### src/design/poid_pkg.sv
package poid_pkg;

  localparam int PORT_W = 3;
  localparam int PIN_W  = 5;
  localparam int PRIO_W = 8;
  localparam int HID_W  = 8;
  localparam int FLAG_W = 32;

  // function codes of an input item
  localparam logic [1:0] FUNC_REG  = 2'd0;
  localparam logic [1:0] FUNC_REM  = 2'd1;
  localparam logic [1:0] FUNC_INTR = 2'd2;

  typedef struct packed {
    logic [PIN_W-1:0]  pin;
    logic [PRIO_W-1:0] prio;
  } ent_t;

  // command held steady for the whole walk along the row
  typedef struct packed {
    logic [1:0]        op;
    logic [PIN_W-1:0]  pin;
    logic [PRIO_W-1:0] prio;
    logic [FLAG_W-1:0] flags;
  } cmd_t;

  // token passed from cell to cell
  typedef struct packed {
    logic act;
    logic dropped;
    logic inserted;
    logic carry_vld;
    ent_t carry;
  } tok_t;

  typedef struct packed {
    logic             hit;
    logic [PIN_W-1:0] pin;
  } hit_t;

endpackage

### src/design/poid_cell.sv
module poid_cell #(
  parameter int NUM_PORTS = 5,
  parameter int HW        = 8,
  parameter int PW        = 3
) (
  input  logic              clk,
  input  logic              rst,
  input  logic [PW-1:0]     cur_port,
  input  poid_pkg::cmd_t    cmd,
  input  logic [HW-1:0]     cmd_hid,
  input  poid_pkg::tok_t    tok_in,
  input  logic [HW-1:0]     tok_in_hid,
  output poid_pkg::tok_t    tok_out,
  output logic [HW-1:0]     tok_out_hid,
  output logic              own_vld,
  output poid_pkg::ent_t    own_ent,
  output logic [HW-1:0]     own_hid,
  input  logic              nb_vld,
  input  poid_pkg::ent_t    nb_ent,
  input  logic [HW-1:0]     nb_hid,
  output poid_pkg::hit_t    hit,
  output logic [HW-1:0]     hit_hid
);
  import poid_pkg::*;

  ent_t                 ent_mem [NUM_PORTS];
  logic [HW-1:0]        hid_mem [NUM_PORTS];
  logic [NUM_PORTS-1:0] vld;

  logic          is_upd;
  logic          drop_now;
  logic          use_nb;
  logic          c_vld;
  ent_t          c_ent;
  logic [HW-1:0] c_hid;
  logic          ins_here;
  logic          new_vld;
  ent_t          new_ent;
  logic [HW-1:0] new_hid;
  tok_t          tok_next;
  logic [HW-1:0] tok_hid_next;

  assign own_vld = vld[cur_port];
  assign own_ent = ent_mem[cur_port];
  assign own_hid = hid_mem[cur_port];

  assign is_upd = (cmd.op == FUNC_REG) || (cmd.op == FUNC_REM);

  always_comb begin
    // once the old entry of this pin has gone, everything slides left by one
    drop_now = !tok_in.dropped && own_vld && (own_ent.pin == cmd.pin);
    use_nb   = tok_in.dropped || drop_now;
    c_vld    = use_nb ? nb_vld : own_vld;
    c_ent    = use_nb ? nb_ent : own_ent;
    c_hid    = use_nb ? nb_hid : own_hid;
    ins_here = (cmd.op == FUNC_REG) && !tok_in.inserted &&
               (!c_vld || (c_ent.prio > cmd.prio));

    tok_next         = tok_in;
    tok_next.dropped = tok_in.dropped | drop_now;
    tok_hid_next     = tok_in_hid;
    new_vld          = c_vld;
    new_ent          = c_ent;
    new_hid          = c_hid;
    if (ins_here) begin
      new_vld            = 1'b1;
      new_ent.pin        = cmd.pin;
      new_ent.prio       = cmd.prio;
      new_hid            = cmd_hid;
      tok_next.inserted  = 1'b1;
      tok_next.carry_vld = c_vld;
      tok_next.carry     = c_ent;
      tok_hid_next       = c_hid;
    end else if (tok_in.inserted) begin
      // after the insertion point, everything slides right by one
      new_vld            = tok_in.carry_vld;
      new_ent            = tok_in.carry;
      new_hid            = tok_in_hid;
      tok_next.carry_vld = c_vld;
      tok_next.carry     = c_ent;
      tok_hid_next       = c_hid;
    end
  end

  always_comb begin
    hit.hit = tok_in.act && (cmd.op == FUNC_INTR) && own_vld && cmd.flags[own_ent.pin];
    hit.pin = hit.hit ? own_ent.pin : '0;
    hit_hid = hit.hit ? own_hid : '0;
  end

  always_ff @(posedge clk) begin
    if (rst) begin
      tok_out <= '0;
      vld     <= '0;
    end else begin
      tok_out <= tok_next;
      if (tok_in.act && is_upd) begin
        vld[cur_port] <= new_vld;
      end
    end
  end

  always_ff @(posedge clk) begin
    tok_out_hid <= tok_hid_next;
    if (tok_in.act && is_upd) begin
      ent_mem[cur_port] <= new_ent;
      hid_mem[cur_port] <= new_hid;
    end
  end

endmodule

### config.mk
export PLATFORM = sky130hd
export DESIGN_NAME = poid_cell
export DESIGN_NICKNAME = d
export VERILOG_FILES = /design/src/design/poid_pkg.sv /design/src/design/poid_cell.sv
export SDC_FILE = /design/constraint.sdc
export NUM_CORES = 1
export LEC_CHECK = 0
export BUFFER_PORTS_ARGS = -buffer_cell sky130_fd_sc_hd__buf_2
export CAP_MARGIN = 25
export CORE_MARGIN = 4
export CORE_UTILIZATION = 50
export CTS_BUF_LIST = sky130_fd_sc_hd__clkbuf_4 sky130_fd_sc_hd__clkbuf_8
export DETAILED_ROUTE_END_ITERATION = 10
export PLACE_DENSITY = 0.79
export SYNTH_ARGS = -nofsm -noshare
export SYNTH_HDL_FRONTEND = slang
export SYNTH_SLANG_ARGS = --single-unit
### constraint.sdc
create_clock -name clk -period 5.2 [get_ports clk]
set_clock_uncertainty 0.1 [all_clocks]
set_input_delay 1.04 -clock clk [delete_from_list [all_inputs] [get_ports clk]]
set_output_delay 1.04 -clock clk [all_outputs]
set_load 0.01 [all_outputs]
==> flow_summary_export.csv, run 1 <==
group,metric,value,unit
run_status,status,"completed",
yosys,synth_compound_area_frac,0.09696,
routing,wirelength,17.27,mm
yosys,synth_nets,596,
grt,grt_pass1_wl,26.16,mm
job,drv_cap,0,
timing,fmax,204.0,MHz
power,total_power,2.405,mW
critical_path,worstPathArrival,5.01,ns
yosys,synth_cell_type_count,55,
clocking,postCtsHoldBufs,0,
grt,grt_antenna_before_repair,0,
power,power_density,300.8,mW/mm2
power,pwr-share-clk,0.348,
critical_path,critPathKind,"in -> reg",
timing,finalSetupViolations,0,
final_layout,design_area,0.007996,mm2
yosys,synthesis.area,0.006465,mm2
timing,fin_crit,4.903,ns
yosys,synth-seq-area-share,0.5806,
routing,vias,4818,
critical_path,worst_path_largest_cell_delay,0.61,ns
final_layout,fin_cells,851,
grt,overflow,0,
critical_path,path_delay_family,"compound AO/OA/AOI/OAI gates",
yosys,synth_area_leaders,"edfxtp_1 49%, dfxtp_1 9.3%, mux4_2 7.0%",
critical_path,crit_buf_inv,3,
power,leakage,3.363,nW
timing,slew_headroom,0.4092,
yosys,ys_seq_elements,135,
placement,portBuffers,167,
clocking,clk_path_buf_depth,2,
yosys,synth_common_cells,"105 x edfxtp_1, 40 x mux2i_1, 40 x nor2_1",
clocking,cts_setup_buffers,0,
critical_path,end_kind,"register",
clocking,clkLatencyLatePin,0.44,ns
yosys,async_reset_ff_frac,0,
placement,gp_congestion,0.8170,
routing,wire_per_inst,20.30,um
yosys,synth_xor_area_frac,0.007935,
placement,post_dp_cell_area,0.007604,mm2
yosys,yosys.cell_count.top_type,"edfxtp_1",
yosys,ys_warn_count,0,
yosys,netlist.area_leader.share,0.4877,
critical_path,slowest_stage,"mux4_1",
routing,drtIter0Drc,360,
timing,worst_slew_pin_slew,0.8862,ns
clocking,cts_tree,"yes",
power,peakVddDrop,137.5,uV
final_layout,fin_nets,781,
critical_path,cp.required,5.30,ns
routing,drc,0,
timing,grt_setup_unrepaired,"no",
floorplan,dieArea,0.01481,mm2
min_path,hp-class,"reg -> reg",
grt,grt_pass1_vias,4923,
final_layout,antenna_cells,0,
timing,hold_viol,0,
power,comb_power_share,0.147,
timing,finalMaxSlewViolations,0,
floorplan,pin_count,168,
routing,ant_nets,0,
yosys,synth_top_family_by_area,"multiplexers",
final_layout,fillers,966,
yosys,synth_cells,481,
yosys,yosys.area.top_type,"edfxtp_1",
floorplan,core,0.01262,mm2
grt,grt_max_degree,39,
floorplan,die_w,121.7,um
grt,grt_usage,0.2353,
critical_path,crit_path_start_kind,"input port",
yosys,synth_mux_area_frac,0.1931,
routing,via_per_inst,5.662,
critical_path,crit_path_max_fanout,16,
timing,fin_tns_setup,0,ns
floorplan,initial_core_util,0.5123,
power,swShare,0.2363,
yosys,synth-simple-area-share,0.06774,
clocking,ctsResizeCount,0,
yosys,synth_fa_ha_area_frac,0.01548,
power,pwr-share-seq,0.505,
clocking,cts-root-buf,"clkbuf_8",
final_layout,syn2layout_area_growth,23.69,%
yosys,synth-edff-count,105,
power,p_sw,0.5685,mW
routing,dr.pass1.iters,5,
clocking,path_clk_slew,0.07,ns
placement,dp_cells,819,
final_layout,drive_gt1_frac,0.4197,
critical_path,worstPathCellList,"buf_2 -> mux4_1 -> mux2i_4 -> xor2_1 -> nand4_1 -> o21ba_1 -> buf_4 -> mux2_4 -> ha_1 -> a21o_1 -> a21oi_1 -> o211ai_1 -> nand2_1 -> o311ai_2 -> nand2b_1 -> buf_4 -> nor2_1 -> a21oi_1",
timing,min_period_over_period,0.9428,
floorplan,row_count,41,
power,cell_internal_pwr,1.837,mW
clocking,cts.sinks,135,
clocking,numCtsBuffers,17,
yosys,syn_area_per_cell,13.44,um2
placement,dp_hpwl,12.47,mm
clocking,htreeDepth,4,
final_layout,fin_util,0.6337,
floorplan,die_h,121.7,um
yosys,synthFlopType,"edfxtp_1",
## worst paths after layout
path / from / end / slack, ns / cells after the start
max: cur_port[0] / ent_mem[0][4] / 0.30 / 18
min: vld[2] / vld[2] / 0.38 / 2
max reg2reg: ent_mem[0][12] / ent_mem[0][4] / 0.75 / 17
min reg2reg: vld[2] / vld[2] / 0.38 / 2
## power by group through the flow
| stage | combinational (mW) | sequential [mW] | clock [mW] |
|---|---|---|---|
| 3_3_place_gp | 0.340 | 1.24 | 0 |
| 2_1_floorplan | 0.203 | 1.24 | 0 |
| 5_1_grt | 0.384 | 1.22 | 0.893 |
| 3_5_place_dp | 0.352 | 1.24 | 0 |
| 4_1_cts | 0.354 | 1.21 | 0.849 |
| 6_report | 0.355 | 1.21 | 0.837 |
## layout by cell type, fill, tap and decap left out, types with 10 or more instances in the layout
| cell type | count |
|---|---|
| buf_2 | 167 |
| edfxtp_1 | 105 |
| mux2i_1 | 40 |
| nor2_1 | 38 |
| a21oi_1 | 36 |
| nand2_1 | 34 |
| dfxtp_1 | 30 |
| buf_4 | 27 |
| mux2_2 | 23 |
| clkbuf_8 | 22 |
| inv_1 | 20 |
| mux4_2 | 20 |
| a21o_1 | 10 |
## final cells by class
| type | count | area, um2 | share of cell area |
|---|---|---|---|
| Clock buffer | 28 | 347.8 | 0.04350 |
| Multi-Input combinational cell | 295 | 2477 | 0.3098 |
| Tap cell | 172 | 215.2 | 0.02691 |
| Timing Repair Buffer | 196 | 1079 | 0.1349 |
| Inverter | 21 | 78.83 | 0.009858 |
| Sequential cell | 135 | 3754 | 0.4694 |
| Clock inverter | 4 | 45.04 | 0.005633 |
## metal layers
layer | vias to the layer above | global-route usage | wire [um]
li1 | 2178 | - | -
met1 | 2359 | 0.2942 | 6626
met2 | 256 | 0.3990 | 8685
met3 | 25 | 0.06082 | 1660
met4 | 0 | 0.08193 | 301
met5 | - | 0 | 0
## per-stage QoR
stage               hold slack (ns)  setup slack (ns)
finish                       0.3794            0.2974
global route                 0.4352           0.09243
CTS                          0.3814            0.3683
detailed placement           0.3723          -0.07005
global placement             0.3577            0.1530
floorplan                    0.3490            0.1164
## cells by family (layout without fill, tap and decap cells)
kind of cell	Yosys count	count (layout)
AOI/OAI and AO/OA	92	92
xor gates and xnor gates	5	5
adders and majority gates	8	8
buffers and inverters	51	249
DFF	135	135
muxes	90	90
and+or+nand+nor	100	100
## flip-flops by register name, indices dropped and copies added, names as in the netlist
name / cells
ent_mem: 65
hid_mem: 40
tok_out: 17
tok_out_hid: 8
vld: 5
## worst reg2reg max path: cells and delay by family (launching register included)
kind                     cells  cell delay [ns]
AO/OA/AOI/OAI                6             1.20
multiplexers                 3             1.11
AND/OR/NAND/NOR              4             0.53
buffers and inverters        2             0.45
flip-flops                   1             0.39
adder cells (fa/ha/maj)      1             0.30
XOR/XNOR                     1             0.14
Power figures use the tool's default switching activity.
==> inputs of run 2 (changes only) <==
--- a/config.mk
+++ b/config.mk
@@ -7,7 +7,7 @@
 export LEC_CHECK = 0
 export BUFFER_PORTS_ARGS = -buffer_cell sky130_fd_sc_hd__buf_2
 export CAP_MARGIN = 25
-export CORE_MARGIN = 4
+export CORE_MARGIN = 2
 export CORE_UTILIZATION = 50
 export CTS_BUF_LIST = sky130_fd_sc_hd__clkbuf_4 sky130_fd_sc_hd__clkbuf_8
 export DETAILED_ROUTE_END_ITERATION = 10
==> flow_summary_export.csv, run 2 (synthesis gave the netlist of run 1 again) <==
group,metric,value,unit
routing,wl_met2,8.318,mm
critical_path,r2r-end,"ent_mem[1][8]",
routing,wl_met3,1.477,mm
clocking,clkLatencyLatePin,0.45,ns
final_layout,reg_top3,"ent_mem x65, hid_mem x40, tok_out x17",
final_layout,syn2layout_area_growth,24.08,%
timing,fin_tns_setup,0,ns
floorplan,initial_core_util,0.5123,
routing,via_per_inst,5.640,
clocking,ctsResizeCount,0,
routing,drc,0,
critical_path,regToRegSetupSlack,0.87,ns
placement,post_dp_cell_area,0.007584,mm2
critical_path,worstReg2RegStart,"ent_mem[2][8]",
placement,gp_congestion,0.8704,
final_layout,largest_reg_flops,65,
critical_path,ff2ff_path_depth,17,
timing,worst_slew_pin_slew,0.9094,ns
grt,grt_pass1_wl,25.89,mm
final_layout,regMostFlops,"ent_mem",
critical_path,worstPathArrival,4.84,ns
min_path,min_delay_worst_endpoint,"vld[1]",
timing,finalMaxSlewViolations,0,
critical_path,end_kind,"register",
placement,portBuffers,167,
power,power_density,311.6,mW/mm2
grt,grt_max_degree,39,
floorplan,die_w,117.7,um
final_layout,layout_common_cells,"167 x buf_2, 105 x edfxtp_1, 40 x mux2i_1",
timing,min_period_over_period,0.9211,
job,drv_cap,0,
floorplan,pin_count,168,
clocking,cts_tree,"yes",
run_status,status,"completed",
routing,routed.top_layer,"met4",
timing,fmax,208.8,MHz
timing,hold_viol,0,
clocking,cts.sinks,135,
timing,fin_crit,4.790,ns
critical_path,cp.required,5.25,ns
placement,dp_hpwl,12.06,mm
floorplan,dieArea,0.01386,mm2
floorplan,die_h,117.7,um
critical_path,crit_path_start_kind,"input port",
clocking,htreeDepth,4,
final_layout,fillers,961,
final_layout,final_common_cell,"buf_2",
routing,vias,4794,
timing,finalSetupViolations,0,
clocking,cts_setup_buffers,0,
grt,grt_antenna_before_repair,0,
final_layout,multi_input_area,0.002477,mm2
final_layout,fin_nets,780,
grt,grt_pass1_vias,4855,
grt,overflow,0,
routing,wire_per_inst,20.08,um
grt,grt_usage,0.2476,
min_path,hp-class,"reg -> reg",
routing,dr.pass1.iters,5,
final_layout,design_area,0.008021,mm2
routing,ant_nets,0,
clocking,clk_path_buf_depth,2,
final_layout,regArea,0.003754,mm2
clocking,cts-root-buf,"clkbuf_8",
floorplan,core,0.01262,mm2
routing,met1_length,6.787,mm
final_layout,drive_gt1_frac,0.4189,
timing,grt_setup_unrepaired,"no",
floorplan,row_count,41,
clocking,postCtsHoldBufs,0,
final_layout,antenna_cells,0,
routing,wirelength,17.07,mm
timing,slew_headroom,0.3937,
power,peakVddDrop,163.1,uV
routing,drtIter0Drc,334,
clocking,path_clk_slew,0.08,ns
critical_path,critPathKind,"in -> reg",
critical_path,crit_path_max_fanout,10,
power,leakage,3.358,nW
min_path,min_from,"vld[1]",
min_path,holdPathStages,2,
clocking,numCtsBuffers,17,
[run 2: cell types whose count changed in the layout (fill, tap and decap cells not counted)]
cell        delta
clkbuf_4       -5
clkinvlp_4     +3
bufinv_16      +2
clkinv_2       -2
buf_12         -1
clkbuf_8       -1
clkinv_4       +1
inv_4          +1
inv_6          +1
[run 2: how the worst max path moves through the flow]
stage                start              to  depth (start not counted)
3_3_place_gp   cur_port[0]  tok_out_hid[5]                         17
5_1_grt        cur_port[0]   ent_mem[3][2]                         19
4_1_cts        cur_port[0]      hit_hid[7]                         12
6_report       cur_port[0]   ent_mem[1][8]                         18
3_5_place_dp   cur_port[0]   ent_mem[3][2]                         18
2_1_floorplan  cur_port[1]   ent_mem[0][5]                         21
[run 2: cell type report]
cell class / instances / area share
inverters: 21 / 0.009827
flip-flops and latches: 135 / 0.4679
multi-input cells: 295 / 0.3088
well taps: 172 / 0.02683
clock buffers: 22 / 0.03697
clock inverters: 10 / 0.01763
repair buffers: 195 / 0.1320
[run 2: report_power, final]
part	total [mW]	internal (mW)	switching, mW
logic	0.354	0.157	0.197
registers	1.21	1.21	0.00840
clock network	0.932	0.532	0.399
total	2.50	1.89	0.604
[run 2: layer usage]
layer,up-vias,track usage
met3,44,0.06298
met4,0,0.1205
met1,2320,0.3087
met5,-,0
met2,252,0.4037
li1,2178,-
[run 2: critical path, stage by stage]
cell	delay, ns
buf_2	0.16
mux4_1	0.62
mux2i_4	0.18
xor2_1	0.17
nand4_1	0.18
o21ba_1	0.24
buf_4	0.19
mux2_4	0.32
ha_1	0.29
a21o_1	0.16
a21oi_1	0.18
o211ai_1	0.11
nand2_1	0.14
o311ai_2	0.16
nand2b_1	0.16
buf_4	0.18
nand2_1	0.09
o22a_1	0.25
[run 2: stage by stage]
stage	instances	utilization	hold slack, ns	power [mW]	setup slack, ns
finish	850	0.6356	0.3800	2.499	0.4103
global placement	818	0.6009	0.3620	1.575	0.1941
detailed placement	818	0.6009	0.3687	1.586	0.01615
CTS	850	0.6356	0.3776	2.512	0.4130
global route	850	0.6356	0.4083	2.586	0.1285
floorplan	481	-	0.3490	1.447	0.1164
